$ cat config.mk
export PLATFORM = sky130hd
export DESIGN_NAME = burst_ring_fifo_with_overwrite
export DESIGN_NICKNAME = d
export VERILOG_FILES = /design/src/brf_pkg.sv /design/src/brf_front.sv /design/src/brf_cmdq.sv /design/src/brf_back.sv /design/src/burst_ring_fifo_with_overwrite.sv
export VERILOG_INCLUDE_DIRS = /design/src /design/src/src
export SDC_FILE = /design/constraint.sdc
export NUM_CORES = 2
export LEC_CHECK = 0
export ABC_CLOCK_PERIOD_IN_PS = 15950
export BUFFER_PORTS_ARGS = -buffer_cell sky130_fd_sc_hd__buf_2
export CAP_MARGIN = 25
export CORE_MARGIN = 4
export CORE_UTILIZATION = 60
export CTS_CLUSTER_SIZE = 40
export DETAILED_ROUTE_END_ITERATION = 12
export PLACE_DENSITY = 0.87
export SYNTH_ARGS = -nofsm -noshare
export SYNTH_HDL_FRONTEND = slang
export SYNTH_SLANG_ARGS = --single-unit
export TNS_END_PERCENT = 100
$ cat constraint.sdc
create_clock -name i_clk -period 15.95 [get_ports i_clk]
set_input_delay 3.19 -clock i_clk [delete_from_list [all_inputs] [get_ports i_clk]]
set_output_delay 3.19 -clock i_clk [all_outputs]
set_load 0.02 [all_outputs]
$ cat src/burst_ring_fifo_with_overwrite_defines.svh
// Assertion macros shared by the burst ring FIFO sources.
`ifndef BURST_RING_FIFO_WITH_OVERWRITE_DEFINES_SVH
`define BURST_RING_FIFO_WITH_OVERWRITE_DEFINES_SVH

// Check a condition at every clock edge out of reset.
`define BRF_ASSERT_ALWAYS(name, expr) \
name: assert property (@(posedge i_clk) disable iff (!i_rst_n) (expr)) \
    else $error("brf: invariant violated");

// Check that a condition is followed by another in the next cycle.
`define BRF_ASSERT_NEXT(name, ante, cons) \
name: assert property (@(posedge i_clk) disable iff (!i_rst_n) (ante) |=> (cons)) \
    else $error("brf: sequence violated");

`endif

$ cat src/brf_pkg.sv
package brf_pkg;

    localparam int unsigned DEPTH      = 64;
    localparam int unsigned ADDR_W     = $clog2(DEPTH);
    localparam int unsigned CNT_W      = 7;
    localparam int unsigned DATA_W     = 32;
    localparam int unsigned FUNC_W     = 2;
    localparam int unsigned CMDQ_DEPTH = 4;
    localparam int unsigned OUTQ_DEPTH = 4;

    localparam logic [CNT_W-1:0] CAP_MAX = CNT_W'(DEPTH);
    localparam logic [CNT_W-1:0] POS_MAX = {CNT_W{1'b1}};

    localparam logic [FUNC_W-1:0] FUNC_WRITE = 2'd0;
    localparam logic [FUNC_W-1:0] FUNC_FORCE = 2'd1;
    localparam logic [FUNC_W-1:0] FUNC_READ  = 2'd2;
    localparam logic [FUNC_W-1:0] FUNC_CLEAR = 2'd3;

    typedef logic [1:0] t_cmd_kind;
    localparam t_cmd_kind CMD_STORE = 2'd0;
    localparam t_cmd_kind CMD_RES   = 2'd1;
    localparam t_cmd_kind CMD_READ  = 2'd2;

    typedef struct packed {
        t_cmd_kind          kind;
        logic               emit;
        logic [ADDR_W-1:0]  addr;
        logic [DATA_W-1:0]  data;
        logic               status;
        logic [CNT_W-1:0]   moved;
        logic [CNT_W-1:0]   level;
        logic [CNT_W-1:0]   cnt;
        logic [CNT_W-1:0]   cap;
    } t_cmd;

    typedef struct packed {
        logic [DATA_W-1:0]  read_data;
        logic               final_res;
        logic               status;
        logic [CNT_W-1:0]   moved;
        logic [CNT_W-1:0]   level;
    } t_res;

endpackage

$ cat src/brf_front.sv
`include "burst_ring_fifo_with_overwrite_defines.svh"

module brf_front (
    input  logic                         i_clk,
    input  logic                         i_rst_n,
    input  logic                         i_cfg_wr_en,
    input  logic [brf_pkg::CNT_W-1:0]    i_cfg_wr_data,
    input  logic                         i_accept,
    input  logic [brf_pkg::FUNC_W-1:0]   i_func,
    input  logic [brf_pkg::CNT_W-1:0]    i_burst_len,
    input  logic [brf_pkg::DATA_W-1:0]   i_data,
    input  logic                         i_last,
    output logic                         o_cmd_vld,
    output brf_pkg::t_cmd                o_cmd
);
    import brf_pkg::*;

    logic [CNT_W-1:0]  r_cap, n_cap;
    logic [ADDR_W-1:0] r_rd, n_rd;
    logic [ADDR_W-1:0] r_wr, n_wr;
    logic [CNT_W-1:0]  r_fill, n_fill;
    logic [CNT_W-1:0]  r_pos, n_pos;
    logic [CNT_W-1:0]  r_acc, n_acc;
    logic              r_err, n_err;

    logic              is_wr, first, bad, forced, over, do_drop, store, fin_wr;
    logic [CNT_W:0]    sum_fb, sum_rd, sum_rc;
    logic [CNT_W-1:0]  drop, room, fill_d, acc_d, pos_n, fill_w, moved_w, cnt, wr_inc;
    logic [ADDR_W-1:0] rd_d, rd_drop, rd_adv, wr_step;
    logic              err_d;
    logic [CNT_W:0]    chk_sum, chk_wrap;

    always_comb begin
        is_wr   = (i_func == FUNC_WRITE) || (i_func == FUNC_FORCE);
        forced  = (i_func == FUNC_FORCE);
        first   = (r_pos == '0);
        bad     = (i_burst_len == '0) || (i_burst_len > r_cap);
        sum_fb  = (CNT_W+1)'(r_fill) + (CNT_W+1)'(i_burst_len);
        over    = sum_fb > (CNT_W+1)'(r_cap);
        drop    = CNT_W'(sum_fb - (CNT_W+1)'(r_cap));
        sum_rd  = (CNT_W+1)'(r_rd) + (CNT_W+1)'(drop);
        rd_drop = (sum_rd >= (CNT_W+1)'(r_cap)) ?
                  ADDR_W'(sum_rd - (CNT_W+1)'(r_cap)) : ADDR_W'(sum_rd);
        do_drop = first && !bad && forced && over;
        fill_d  = do_drop ? (r_cap - i_burst_len) : r_fill;
        rd_d    = do_drop ? rd_drop : r_rd;
        room    = r_cap - r_fill;
        if (!first) begin
            acc_d = r_acc;
        end else if (bad) begin
            acc_d = '0;
        end else if (forced) begin
            acc_d = i_burst_len;
        end else begin
            acc_d = (i_burst_len < room) ? i_burst_len : room;
        end
        err_d   = first ? bad : r_err;
        store   = !err_d && (r_pos < acc_d) && (fill_d < r_cap);
        pos_n   = (r_pos == POS_MAX) ? POS_MAX : r_pos + 1'b1;
        fin_wr  = i_last || ((i_burst_len != '0) && (pos_n >= i_burst_len));
        fill_w  = fill_d + CNT_W'(store);
        moved_w = err_d ? '0 : ((pos_n < acc_d) ? pos_n : acc_d);
        wr_inc  = CNT_W'(r_wr) + 1'b1;
        wr_step = (wr_inc == r_cap) ? '0 : ADDR_W'(wr_inc);

        cnt     = (i_burst_len < r_fill) ? i_burst_len : r_fill;
        sum_rc  = (CNT_W+1)'(r_rd) + (CNT_W+1)'(cnt);
        rd_adv  = (sum_rc >= (CNT_W+1)'(r_cap)) ?
                  ADDR_W'(sum_rc - (CNT_W+1)'(r_cap)) : ADDR_W'(sum_rc);

        n_cap  = r_cap;
        n_rd   = r_rd;
        n_wr   = r_wr;
        n_fill = r_fill;
        n_pos  = r_pos;
        n_acc  = r_acc;
        n_err  = r_err;

        o_cmd_vld    = 1'b0;
        o_cmd.kind   = CMD_RES;
        o_cmd.emit   = 1'b1;
        o_cmd.addr   = r_wr;
        o_cmd.data   = i_data;
        o_cmd.status = 1'b0;
        o_cmd.moved  = '0;
        o_cmd.level  = r_fill;
        o_cmd.cnt    = cnt;
        o_cmd.cap    = r_cap;

        if (i_cfg_wr_en) begin
            if (i_cfg_wr_data == '0) begin
                n_cap = CNT_W'(1);
            end else if (i_cfg_wr_data > CAP_MAX) begin
                n_cap = CAP_MAX;
            end else begin
                n_cap = i_cfg_wr_data;
            end
            n_rd   = '0;
            n_wr   = '0;
            n_fill = '0;
            n_pos  = '0;
            n_acc  = '0;
            n_err  = 1'b0;
        end else if (i_accept && is_wr) begin
            n_rd   = rd_d;
            n_fill = fill_w;
            n_wr   = store ? wr_step : r_wr;
            n_pos  = fin_wr ? '0 : pos_n;
            n_acc  = fin_wr ? '0 : acc_d;
            n_err  = fin_wr ? 1'b0 : err_d;
            o_cmd_vld    = store || fin_wr;
            o_cmd.kind   = store ? CMD_STORE : CMD_RES;
            o_cmd.emit   = fin_wr;
            o_cmd.status = err_d;
            o_cmd.moved  = moved_w;
            o_cmd.level  = fill_w;
        end else if (i_accept) begin
            n_pos     = '0;
            n_acc     = '0;
            n_err     = 1'b0;
            o_cmd_vld = 1'b1;
            if (i_func == FUNC_CLEAR) begin
                n_rd        = '0;
                n_wr        = '0;
                n_fill      = '0;
                o_cmd.level = '0;
            end else if (bad) begin
                o_cmd.status = 1'b1;
            end else if (cnt != '0) begin
                n_fill       = r_fill - cnt;
                n_rd         = (r_fill == cnt) ? '0 : rd_adv;
                n_wr         = (r_fill == cnt) ? '0 : r_wr;
                o_cmd.kind   = CMD_READ;
                o_cmd.addr   = r_rd;
                o_cmd.level  = r_fill - cnt;
            end
        end
    end

    always_ff @(posedge i_clk) begin
        if (!i_rst_n) begin
            r_cap  <= CAP_MAX;
            r_rd   <= '0;
            r_wr   <= '0;
            r_fill <= '0;
            r_pos  <= '0;
            r_acc  <= '0;
            r_err  <= 1'b0;
        end else begin
            r_cap  <= n_cap;
            r_rd   <= n_rd;
            r_wr   <= n_wr;
            r_fill <= n_fill;
            r_pos  <= n_pos;
            r_acc  <= n_acc;
            r_err  <= n_err;
        end
    end

    always_comb begin
        chk_sum  = (CNT_W+1)'(r_rd) + (CNT_W+1)'(r_fill);
        chk_wrap = (chk_sum >= (CNT_W+1)'(r_cap)) ? chk_sum - (CNT_W+1)'(r_cap) : chk_sum;
    end

    `BRF_ASSERT_ALWAYS(a_fill_in_cap, (r_fill <= r_cap) && (r_cap != '0) && (r_cap <= CAP_MAX))
    `BRF_ASSERT_ALWAYS(a_wr_tracks_rd, chk_wrap == (CNT_W+1)'(r_wr))
    `BRF_ASSERT_NEXT(a_burst_end_clears, i_accept && is_wr && fin_wr && !i_cfg_wr_en, (r_pos == '0) && !r_err)

endmodule

$ cat src/brf_cmdq.sv
module brf_cmdq (
    input  logic           i_clk,
    input  logic           i_rst_n,
    input  logic           i_push,
    input  brf_pkg::t_cmd  i_cmd,
    output logic           o_full,
    output logic           o_vld,
    output brf_pkg::t_cmd  o_cmd,
    input  logic           i_pop
);
    import brf_pkg::*;

    localparam int unsigned PTR_W = $clog2(CMDQ_DEPTH);
    localparam int unsigned CNT_QW = $clog2(CMDQ_DEPTH + 1);

    t_cmd              r_mem [CMDQ_DEPTH];
    logic [PTR_W-1:0]  r_wp, r_rp;
    logic [CNT_QW-1:0] r_cnt;
    logic              do_push, do_pop;

    assign o_full  = (r_cnt == CNT_QW'(CMDQ_DEPTH));
    assign o_vld   = (r_cnt != '0);
    assign o_cmd   = r_mem[r_rp];
    assign do_push = i_push && !o_full;
    assign do_pop  = i_pop && o_vld;

    always_ff @(posedge i_clk) begin
        if (do_push) begin
            r_mem[r_wp] <= i_cmd;
        end
    end

    always_ff @(posedge i_clk) begin
        if (!i_rst_n) begin
            r_wp  <= '0;
            r_rp  <= '0;
            r_cnt <= '0;
        end else begin
            if (do_push) begin
                r_wp <= r_wp + 1'b1;
            end
            if (do_pop) begin
                r_rp <= r_rp + 1'b1;
            end
            r_cnt <= r_cnt + CNT_QW'(do_push) - CNT_QW'(do_pop);
        end
    end

endmodule

$ cat src/brf_back.sv
`include "burst_ring_fifo_with_overwrite_defines.svh"

module brf_back (
    input  logic           i_clk,
    input  logic           i_rst_n,
    input  logic           i_cmd_vld,
    input  brf_pkg::t_cmd  i_cmd,
    output logic           o_cmd_pop,
    input  logic           i_pop,
    output logic           o_empty,
    output brf_pkg::t_res  o_res
);
    import brf_pkg::*;

    localparam int unsigned OQ_PTR_W = $clog2(OUTQ_DEPTH);
    localparam int unsigned OQ_CNT_W = $clog2(OUTQ_DEPTH + 1);

    logic [DATA_W-1:0]   mem [DEPTH];
    logic [DATA_W-1:0]   r_mem_q;

    logic                r_busy;
    logic [ADDR_W-1:0]   r_addr;
    logic [CNT_W-1:0]    r_remain, r_total, r_level, r_cap;

    logic                r_s_vld, r_s_mem;
    t_res                r_s_res, n_s_res;

    t_res                r_oq [OUTQ_DEPTH];
    logic [OQ_PTR_W-1:0] r_oq_wp, r_oq_rp;
    logic [OQ_CNT_W-1:0] r_oq_cnt;

    logic                room, start, iter, wr_en, n_s_vld, oq_pop, last_iter;
    logic [CNT_W-1:0]    addr_inc;
    t_res                push_res;

    always_comb begin
        room      = (r_oq_cnt + OQ_CNT_W'(r_s_vld)) < OQ_CNT_W'(OUTQ_DEPTH);
        start     = !r_busy && i_cmd_vld && room;
        iter      = r_busy && room;
        wr_en     = start && (i_cmd.kind == CMD_STORE);
        last_iter = (r_remain == CNT_W'(1));
        n_s_vld   = (start && (i_cmd.kind != CMD_READ) && i_cmd.emit) || iter;
        addr_inc  = CNT_W'(r_addr) + 1'b1;

        n_s_res.read_data = '0;
        if (iter) begin
            n_s_res.final_res = last_iter;
            n_s_res.status    = 1'b0;
            n_s_res.moved     = last_iter ? r_total : '0;
            n_s_res.level     = r_level;
        end else begin
            n_s_res.final_res = 1'b1;
            n_s_res.status    = i_cmd.status;
            n_s_res.moved     = i_cmd.moved;
            n_s_res.level     = i_cmd.level;
        end

        push_res = r_s_res;
        if (r_s_mem) begin
            push_res.read_data = r_mem_q;
        end
    end

    assign o_cmd_pop = start;

    always_ff @(posedge i_clk) begin
        if (wr_en) begin
            mem[i_cmd.addr] <= i_cmd.data;
        end
        if (iter) begin
            r_mem_q <= mem[r_addr];
        end
    end

    always_ff @(posedge i_clk) begin
        if (!i_rst_n) begin
            r_busy  <= 1'b0;
            r_s_vld <= 1'b0;
        end else begin
            r_s_vld <= n_s_vld;
            if (start && (i_cmd.kind == CMD_READ)) begin
                r_busy <= 1'b1;
            end else if (iter && last_iter) begin
                r_busy <= 1'b0;
            end
        end
    end

    always_ff @(posedge i_clk) begin
        r_s_res <= n_s_res;
        r_s_mem <= iter;
        if (start) begin
            r_addr   <= i_cmd.addr;
            r_remain <= i_cmd.cnt;
            r_total  <= i_cmd.cnt;
            r_level  <= i_cmd.level;
            r_cap    <= i_cmd.cap;
        end else if (iter) begin
            r_addr   <= (addr_inc == r_cap) ? '0 : ADDR_W'(addr_inc);
            r_remain <= r_remain - 1'b1;
        end
    end

    assign o_empty = (r_oq_cnt == '0);
    assign o_res   = r_oq[r_oq_rp];
    assign oq_pop  = i_pop && !o_empty;

    always_ff @(posedge i_clk) begin
        if (r_s_vld) begin
            r_oq[r_oq_wp] <= push_res;
        end
    end

    always_ff @(posedge i_clk) begin
        if (!i_rst_n) begin
            r_oq_wp  <= '0;
            r_oq_rp  <= '0;
            r_oq_cnt <= '0;
        end else begin
            if (r_s_vld) begin
                r_oq_wp <= r_oq_wp + 1'b1;
            end
            if (oq_pop) begin
                r_oq_rp <= r_oq_rp + 1'b1;
            end
            r_oq_cnt <= r_oq_cnt + OQ_CNT_W'(r_s_vld) - OQ_CNT_W'(oq_pop);
        end
    end

    `BRF_ASSERT_ALWAYS(a_oq_no_overflow, !r_s_vld || (r_oq_cnt < OQ_CNT_W'(OUTQ_DEPTH)) || oq_pop)
    `BRF_ASSERT_ALWAYS(a_busy_has_work, !r_busy || (r_remain != '0))
    `BRF_ASSERT_NEXT(a_read_fills_stage, iter, r_s_vld && r_s_mem)

endmodule

$ cat src/burst_ring_fifo_with_overwrite.sv
// Channel   Handshake                 Fields
// input     push / full               i_func i_burst_len i_data i_last
// result    empty / pop               o_read_data o_final_res o_status o_moved o_level
// config    i_cfg_wr_en               i_cfg_wr_data (capacity)
//
// Write, clear and bad requests are handled by the front end as they are accepted; a read of n
// elements holds the back end for a load step and then one memory read per element.
// Results of a write, clear or bad request pass through the result stage and the result queue
// to the outputs; the elements of a read follow the load step and the memory read register.
// Reset is synchronous and active low; capacity resets to 64, the queue to empty.
// A full result queue stalls the back end; a full command queue raises full.
module burst_ring_fifo_with_overwrite (
    input  logic                         i_clk,
    input  logic                         i_rst_n,
    input  logic                         i_cfg_wr_en,
    input  logic [brf_pkg::CNT_W-1:0]    i_cfg_wr_data,
    input  logic                         push,
    output logic                         full,
    input  logic [brf_pkg::FUNC_W-1:0]   i_func,
    input  logic [brf_pkg::CNT_W-1:0]    i_burst_len,
    input  logic [brf_pkg::DATA_W-1:0]   i_data,
    input  logic                         i_last,
    output logic                         empty,
    input  logic                         pop,
    output logic [brf_pkg::DATA_W-1:0]   o_read_data,
    output logic                         o_final_res,
    output logic                         o_status,
    output logic [brf_pkg::CNT_W-1:0]    o_moved,
    output logic [brf_pkg::CNT_W-1:0]    o_level
);
    import brf_pkg::*;

    logic accept;
    logic cmd_vld, q_vld, q_pop;
    t_cmd cmd, q_cmd;
    t_res res;

    assign accept = push && !full;

    brf_front u_front (
        .i_clk         (i_clk),
        .i_rst_n       (i_rst_n),
        .i_cfg_wr_en   (i_cfg_wr_en),
        .i_cfg_wr_data (i_cfg_wr_data),
        .i_accept      (accept),
        .i_func        (i_func),
        .i_burst_len   (i_burst_len),
        .i_data        (i_data),
        .i_last        (i_last),
        .o_cmd_vld     (cmd_vld),
        .o_cmd         (cmd)
    );

    brf_cmdq u_cmdq (
        .i_clk   (i_clk),
        .i_rst_n (i_rst_n),
        .i_push  (cmd_vld),
        .i_cmd   (cmd),
        .o_full  (full),
        .o_vld   (q_vld),
        .o_cmd   (q_cmd),
        .i_pop   (q_pop)
    );

    brf_back u_back (
        .i_clk     (i_clk),
        .i_rst_n   (i_rst_n),
        .i_cmd_vld (q_vld),
        .i_cmd     (q_cmd),
        .o_cmd_pop (q_pop),
        .i_pop     (pop),
        .o_empty   (empty),
        .o_res     (res)
    );

    assign o_read_data = res.read_data;
    assign o_final_res = res.final_res;
    assign o_status    = res.status;
    assign o_moved     = res.moved;
    assign o_level     = res.level;

endmodule
Word-level counts from Yosys, hierarchy flattened
Memories as Yosys holds them, arrays and structs flattened. A register that Yosys moved wholly into a read port is not among the register bits.
Cells that the tools add are included.
{"block": "totals", "ramBits": 2520, "regBits": 108, "inputBits": 54, "mem_count": 3}
{"memory": "u_back.mem", "depth": 64, "word_bits": 32, "rd": 1, "rd_clocked_by_memory_dff": 1, "wr": 1, "line_no": "brf_back.sv:18", "rtl": "logic [DATA_W-1:0] mem [DEPTH];"}
{"memory": "u_cmdq.r_mem", "depth": 4, "word_bits": 70, "rd": 1, "rd_clocked_by_memory_dff": 1, "wr": 1, "line_no": "brf_cmdq.sv:16", "rtl": "t_cmd r_mem [CMDQ_DEPTH];"}
{"memory": "u_back.r_oq", "depth": 4, "word_bits": 48, "rd": 1, "rd_clocked_by_memory_dff": 1, "wr": 1, "line_no": "brf_back.sv:28", "rtl": "t_res r_oq [OUTQ_DEPTH];"}
{"block": "classes", "n_mux": 84, "add_sub_neg": 22, "bitwise_logic": 1, "order_cmp": 12, "n_reduce_logical": 46, "eq_ne": 13}
{"operator": "$mux 7", "n": 25}
{"operator": "$mux 6", "n": 25}
{"operator": "$lt 7x7->1", "n": 5}
{"operator": "$mux 32", "n": 1}
{"operator": "$sub 7x7->7", "n": 4}
{"operator": "$eq 7x7->1", "n": 3}
{"operator": "$logic_not 7->1", "n": 3}
{"operator": "$mux 1", "n": 21}
{"operator": "$logic_and 1x1->1", "n": 19}
{"operator": "$mux 2", "n": 9}
{"operator": "$add 6x7->8", "n": 2}
{"operator": "$ge 8x7->1", "n": 2}
{"operator": "$mux 15", "n": 1}
{"operator": "$add 6x1->7 const B", "n": 2}
{"operator": "$mux 14", "n": 1}
{"operator": "$reduce_bool 7->1", "n": 2}
{"operator": "$sub 6x6->6", "n": 2}
{"operator": "$mux 9", "n": 1}
{"operator": "$reduce_bool 3->1", "n": 3}
{"operator": "$add 2x1->2 const B", "n": 4}
{"operator": "$add 7x7->8", "n": 1}
{"operator": "$gt 8x7->1", "n": 1}
{"operator": "$add 7x1->7", "n": 1}
{"operator": "$add 7x1->7 const B", "n": 1}
{"operator": "24 further kinds", "n": 39}

Logic depth before layout (Yosys ltp)
{"block": "logic_depth", "depth_word": 15, "depth_mapped": 35, "depth_no_buf": 33}

By module
A second synthesis with hierarchy kept.
{"block": "hier_totals", "cells_unflattened": 5257, "hier_area_um2": 106269.4}
{"module": "brf_back", "seq_area_each_um2": 69807.0, "instances": 1, "area_each_um2": 88990.3, "cells_each": 3987}
{"module": "brf_cmdq", "seq_area_each_um2": 8588.2, "instances": 1, "area_each_um2": 10652.7, "cells_each": 414}
{"module": "brf_front", "seq_area_each_um2": 820.8, "instances": 1, "area_each_um2": 6612.6, "cells_each": 855}
{"module": "burst_ring_fifo_with_overwrite", "seq_area_each_um2": 0.0, "instances": 1, "area_each_um2": 13.8, "cells_each": 1}

Worst setup path before layout
No wires, ideal clock.
{"block": "synth_path", "path_kind": "input to register", "startpoint": "input i_burst_len[0] in the netlist's numbering", "endpoint": "memory u_cmdq.r_mem[0][0] in the netlist's numbering, enable pin", "path_slack_ns": 6.340, "n_path_buf": 1, "setup_ns": 0.436, "arrival_ns": 9.174, "cell_stages": 24, "required_ns": 15.514, "cell_sequence": "ha_1 -> fa_1 -> a21oi_1 -> nor2_1 -> nor2_1 -> nor2_1 -> nor2_1 -> o21bai_1 -> xnor2_1 -> ha_1 -> nand4_1 -> o21ai_0 -> nor2_1 -> nor3_2 -> nor3_1 -> clkbuf_1 -> o21ai_0 -> ha_1 -> a211oi_1 -> nand4_1 -> or3_1 -> a311o_1 -> a211oi_2 -> and2_1"}
{"block": "synth_between", "elab_chain_len": 15}
{"item": "from (decl)", "line_no": "burst_ring_fifo_with_overwrite.sv:20", "rtl": "input logic [brf_pkg::CNT_W-1:0] i_burst_len,"}
{"item": "branches (longest 9 deep; another with $add 7x7->8)"}
{"item": "$logic_or 1x1->1 (*)", "line_no": "brf_front.sv:111", "rtl": "o_cmd_vld = store || fin_wr;"}
{"item": "$mux 1 (*)", "line_no": "brf_front.sv:104", "rtl": "end else if (i_accept && is_wr) begin"}
{"item": "$mux 1 (*)", "line_no": "brf_front.sv:90", "rtl": "if (i_cfg_wr_en) begin"}
{"item": "$logic_and 1x1->1 (*)", "line_no": "brf_cmdq.sv:24", "rtl": "assign do_push = i_push && !o_full;"}
{"item": "net u_cmdq.do_push", "line_no": "brf_cmdq.sv:19", "rtl": "logic do_push, do_pop;"}
{"item": "$mux 1 (*)", "line_no": "brf_cmdq.sv:28", "rtl": "if (do_push) begin"}
{"item": "$mux 1 (implied by the code) (*)", "line_no": "brf_cmdq.sv:29", "rtl": "r_mem[r_wp] <= i_cmd;"}
{"item": "to (decl)", "line_no": "brf_cmdq.sv:16"}
Mark *: on every way through the listed nets, which the timed path passes.

Final worst setup path
{"block": "layout_path", "startpoint": "input i_burst_len[0] in the netlist's numbering", "endpoint": "register u_cmdq.r_cnt[2]"}
{"block": "layout_between", "elab_chain_len": 15}
{"item": "branches (longest 9 deep; another with $add 7x7->8)"}
{"item": "$logic_or 1x1->1 (*)", "line_no": "brf_front.sv:111"}
{"item": "$mux 1 (*)", "line_no": "brf_front.sv:104"}
{"item": "$mux 1 (*)", "line_no": "brf_front.sv:90"}
{"item": "$logic_and 1x1->1 (*)", "line_no": "brf_cmdq.sv:24"}
{"item": "net u_cmdq.do_push", "line_no": "brf_cmdq.sv:19"}
{"item": "$add 3x1->3 (*)", "line_no": "brf_cmdq.sv:45", "rtl": "r_cnt <= r_cnt + CNT_QW'(do_push) - CNT_QW'(do_pop);"}
{"item": "$sub 3x1->3 (*)", "line_no": "brf_cmdq.sv:45"}
{"item": "to (signal assigned)", "line_no": "brf_cmdq.sv:45"}
{"item": "to (decl)", "line_no": "brf_cmdq.sv:18", "rtl": "logic [CNT_QW-1:0] r_cnt;"}
Marked as above.
A chain may end at the register's enable or synchronous reset.

==> results.sh <==
export IMPL_power_density_nw_per_um2=184.8
export IMPL_finClkSkew_ns=0.07152
export IMPL_cp_common_cell="ha_1"
export IMPL_cap_violations=0
export IMPL_fmax_mhz=107.7
export IMPL_drc=0
export IMPL_drv_slew=0
export IMPL_critPathRequiredTime_ns=16.73
export IMPL_synth_edf_count=2586
export IMPL_crit_type="in2reg"
export IMPL_synth_cell_types=71
export IMPL_clockBufferDepth=3
export IMPL_via_count=57340
export IMPL_routabilityCongestion=0.8869
export IMPL_rsz0062_at_grt="no"
export IMPL_rows=153
export IMPL_mostFrequentLayoutCells="edfxtp_1 (2586), mux4_2 (787), clkbuf_16 (242), nand2_1 (123), ha_1 (119)"
export IMPL_synth_top_area_share=0.7404
export IMPL_start_kind="input port"
export IMPL_cp_max_fo=12
export IMPL_drt_iter0_drc=11650
export IMPL_final_setup_viol_count=0
export IMPL_finalHoldViolCount=0
export IMPL_r2r_cells=27
export IMPL_cts_setup_buffers=0
export IMPL_grt_pass1_vias=55360
export IMPL_ant_nets=0
export IMPL_area_growth_synth_to_final_pct=12.32
export IMPL_die_w_um=426.1
export IMPL_cts_max_level=4
export IMPL_io_buffers=103
export IMPL_crit_reg2reg_launch="u_front.r_fill[1]"
export IMPL_fin_crit_sh=0.5823
export IMPL_whs_path_depth=2
export IMPL_ys_top_cells_by_area="edfxtp_1 (74%), mux4_2 (17%), dfxtp_1 (1.5%), ha_1 (1.4%), clkbuf_1 (0.54%)"
export IMPL_mostFrequentLayoutCell="edfxtp_1"
export IMPL_cts_root_buf="clkbuf_16"
export IMPL_cts_clk_slew_worst_paths_ns=0.07
export IMPL_fillerInstances=9778
export IMPL_cts_resized_gates=0
export IMPL_dp_final_hpwl_um=163900
export IMPL_numCtsBuffers=240
export IMPL_rrSetupSlack_ns=7.89
export IMPL_core_um2=173800
export IMPL_synthFlopType="edfxtp_1"
export IMPL_p_leak_nw=37.22
export IMPL_grt_first_pass_wirelength_um=438600
export IMPL_hold_start="u_front.r_acc[3]"
export IMPL_holdPathEnd="u_front.r_acc[3]"
export IMPL_die_area_um2=181600
export IMPL_die_y_um=426.1
export IMPL_dp_cells=7046
export IMPL_cts_tree="done"
export IMPL_slew_headroom=0.1904
export IMPL_cp_slowest_cell="a211oi_2"
export IMPL_instances_no_fill=7572
export IMPL_dr_pass1_iters=8
export IMPL_via_per_inst=7.572
export IMPL_ys_ff_latch=2664
export IMPL_grt_ovfl_total=0
export IMPL_synthesis_area_um2=104900
export IMPL_wirelength_um=325100
export IMPL_worst_slew_pin_transition_ns=1.214
export IMPL_ios=104
export IMPL_grt_antenna_before_repair=52
export IMPL_setup_tns_ns=0
export IMPL_arrival_ns=10.07
export IMPL_synth_top_area_cell="edfxtp_1"
export IMPL_cts_hold_buf=0
export IMPL_grtUsageTotal=0.3485
export IMPL_initial_utilization=0.6034
export IMPL_ir_worst_vdd_v=0.0001784
export IMPL_reg2reg_to="u_cmdq.r_cnt[2]"
export IMPL_fin_nets=5192
export IMPL_clk_latency_ns=0.89
export IMPL_holdCritPathClass="reg2reg"
export IMPL_cts_sinks=2664
export IMPL_syn_area_per_cell_um2=22.20
export IMPL_ys_seq_area_frac=0.7553
export IMPL_slowest_delay_ns=0.74
export IMPL_final_layout_size_suffix_gt1_frac=0.2856
export IMPL_fin_crit_ns=9.287
export IMPL_status="finished, final reports clean"
export IMPL_synthArstFlopShare=0
export IMPL_syn_inst=4725
export IMPL_synth_fp_nets=4908
export IMPL_wire_per_inst_um=42.93
export IMPL_critPathCaptureType="flip-flop"
export IMPL_yosysWarnings=0
export IMPL_grt_max_degree=153
cells in the mapped netlist (19+ instances only):
master / number
nor2b_1: 25
a21oi_1: 55
ha_1: 119
nor2_1: 136
buf_2: 32
mux4_2: 790
dfxtp_1: 78
nand3_1: 20
o21ai_0: 73
nand2_1: 123
edfxtp_1: 2586
and2_1: 59
xor2_1: 31
a21o_1: 19
buf_1: 29
xnor2_1: 50
clkbuf_1: 151
inv_1: 80
mux2i_1: 19
through the flow:
stage	hold slack, ns	total power (W)	util	area [um2]	worst slack (ns)
finish	0.4755	0.02176	0.6777	117800	6.663
global route	0.4901	0.02219	0.6775	117800	6.376
CTS	0.4519	0.02126	0.6714	116700	6.716
detailed placement	0.4278	0.01513	0.6261	108800	6.015
global placement	0.4170	0.01467	0.6260	108800	6.108
floorplan	0.4081	0.01288	-	104900	6.340
flip-flops by register name (all words and copies together) (netlist names), 7 cells and up, named ones only:
| name | count |
|---|---|
| u_cmdq.r_mem | 280 |
| u_back.r_total | 7 |
| u_front.r_acc | 7 |
| u_back.mem | 2048 |
| u_back.r_level | 7 |
| u_back.push_res | 16 |
| u_back.r_cap | 7 |
| u_back.r_mem_q | 32 |
| u_front.r_pos | 7 |
| u_back.r_remain | 7 |
| u_front.r_cap | 7 |
| u_back.r_oq | 192 |
| u_front.r_fill | 7 |
how the worst max path moves through the flow:
stage	startpoint	end	slack (ns)
2_1_floorplan	i_burst_len[0]	u_cmdq.r_mem[0][0]	6.34
3_3_place_gp	i_burst_len[0]	u_cmdq.r_mem[3][31]	6.11
3_5_place_dp	i_burst_len[0]	u_cmdq.r_mem[0][31]	6.02
4_1_cts	i_burst_len[0]	u_cmdq.r_mem[1][56]	6.72
5_1_grt	i_burst_len[0]	u_cmdq.r_cnt[2]	6.38
6_report	i_burst_len[0]	u_cmdq.r_cnt[2]	6.66
per-layer routing:
layer | GRT usage | up-vias | part of all wire | routed length [um]
li1 | - | 20430 | - | -
met1 | 0.4359 | 28870 | 0.30 | 97220
met2 | 0.5623 | 6497 | 0.49 | 159500
met3 | 0.07826 | 1498 | 0.13 | 41160
met4 | 0.2146 | 38 | 0.083 | 26960
met5 | 0 | - | 0.00074 | 241
area by class of cell:
type | instances | area (um2) | area share
diodes | 33 | 82.58 | 0.0007010
repair buffers | 255 | 2380 | 0.02020
clock buffers | 305 | 6362 | 0.05401
multi-input cells | 1763 | 25010 | 0.2123
clock inverters | 142 | 1506 | 0.01279
well taps | 2325 | 2909 | 0.02469
flip-flops and latches | 2664 | 79230 | 0.6726
inverters | 85 | 319.1 | 0.002708
power by group:
part / internal [W] / switching, W / total, W
clock: 0.00327 / 0.00273 / 0.00601
sequential: 0.00876 / 0.000204 / 0.00896
combinational: 0.00256 / 0.00424 / 0.00680
logic make-up after synthesis:
kind of cell               count (synthesis)  synth area share
DFF                                     2664            0.7553
muxes                                    815            0.1721
and+or+nand+nor                          461           0.02126
buffers and inverters                    298           0.01112
AOI/OAI and AO/OA                        277           0.01737
adders and majority gates                129           0.01610
xor gates and xnor gates                  81          0.006764
critical path, delay by kind of cell:
kind / cells / cell delay [ns]
AOI/OAI and AO/OA: 6 / 2.21
and+or+nand+nor: 8 / 1.38
adders and majority gates: 6 / 1.97
muxes: 1 / 0.24
buffers and inverters: 4 / 0.50
xor gates and xnor gates: 3 / 0.57
Power figures use the tool's default switching activity.
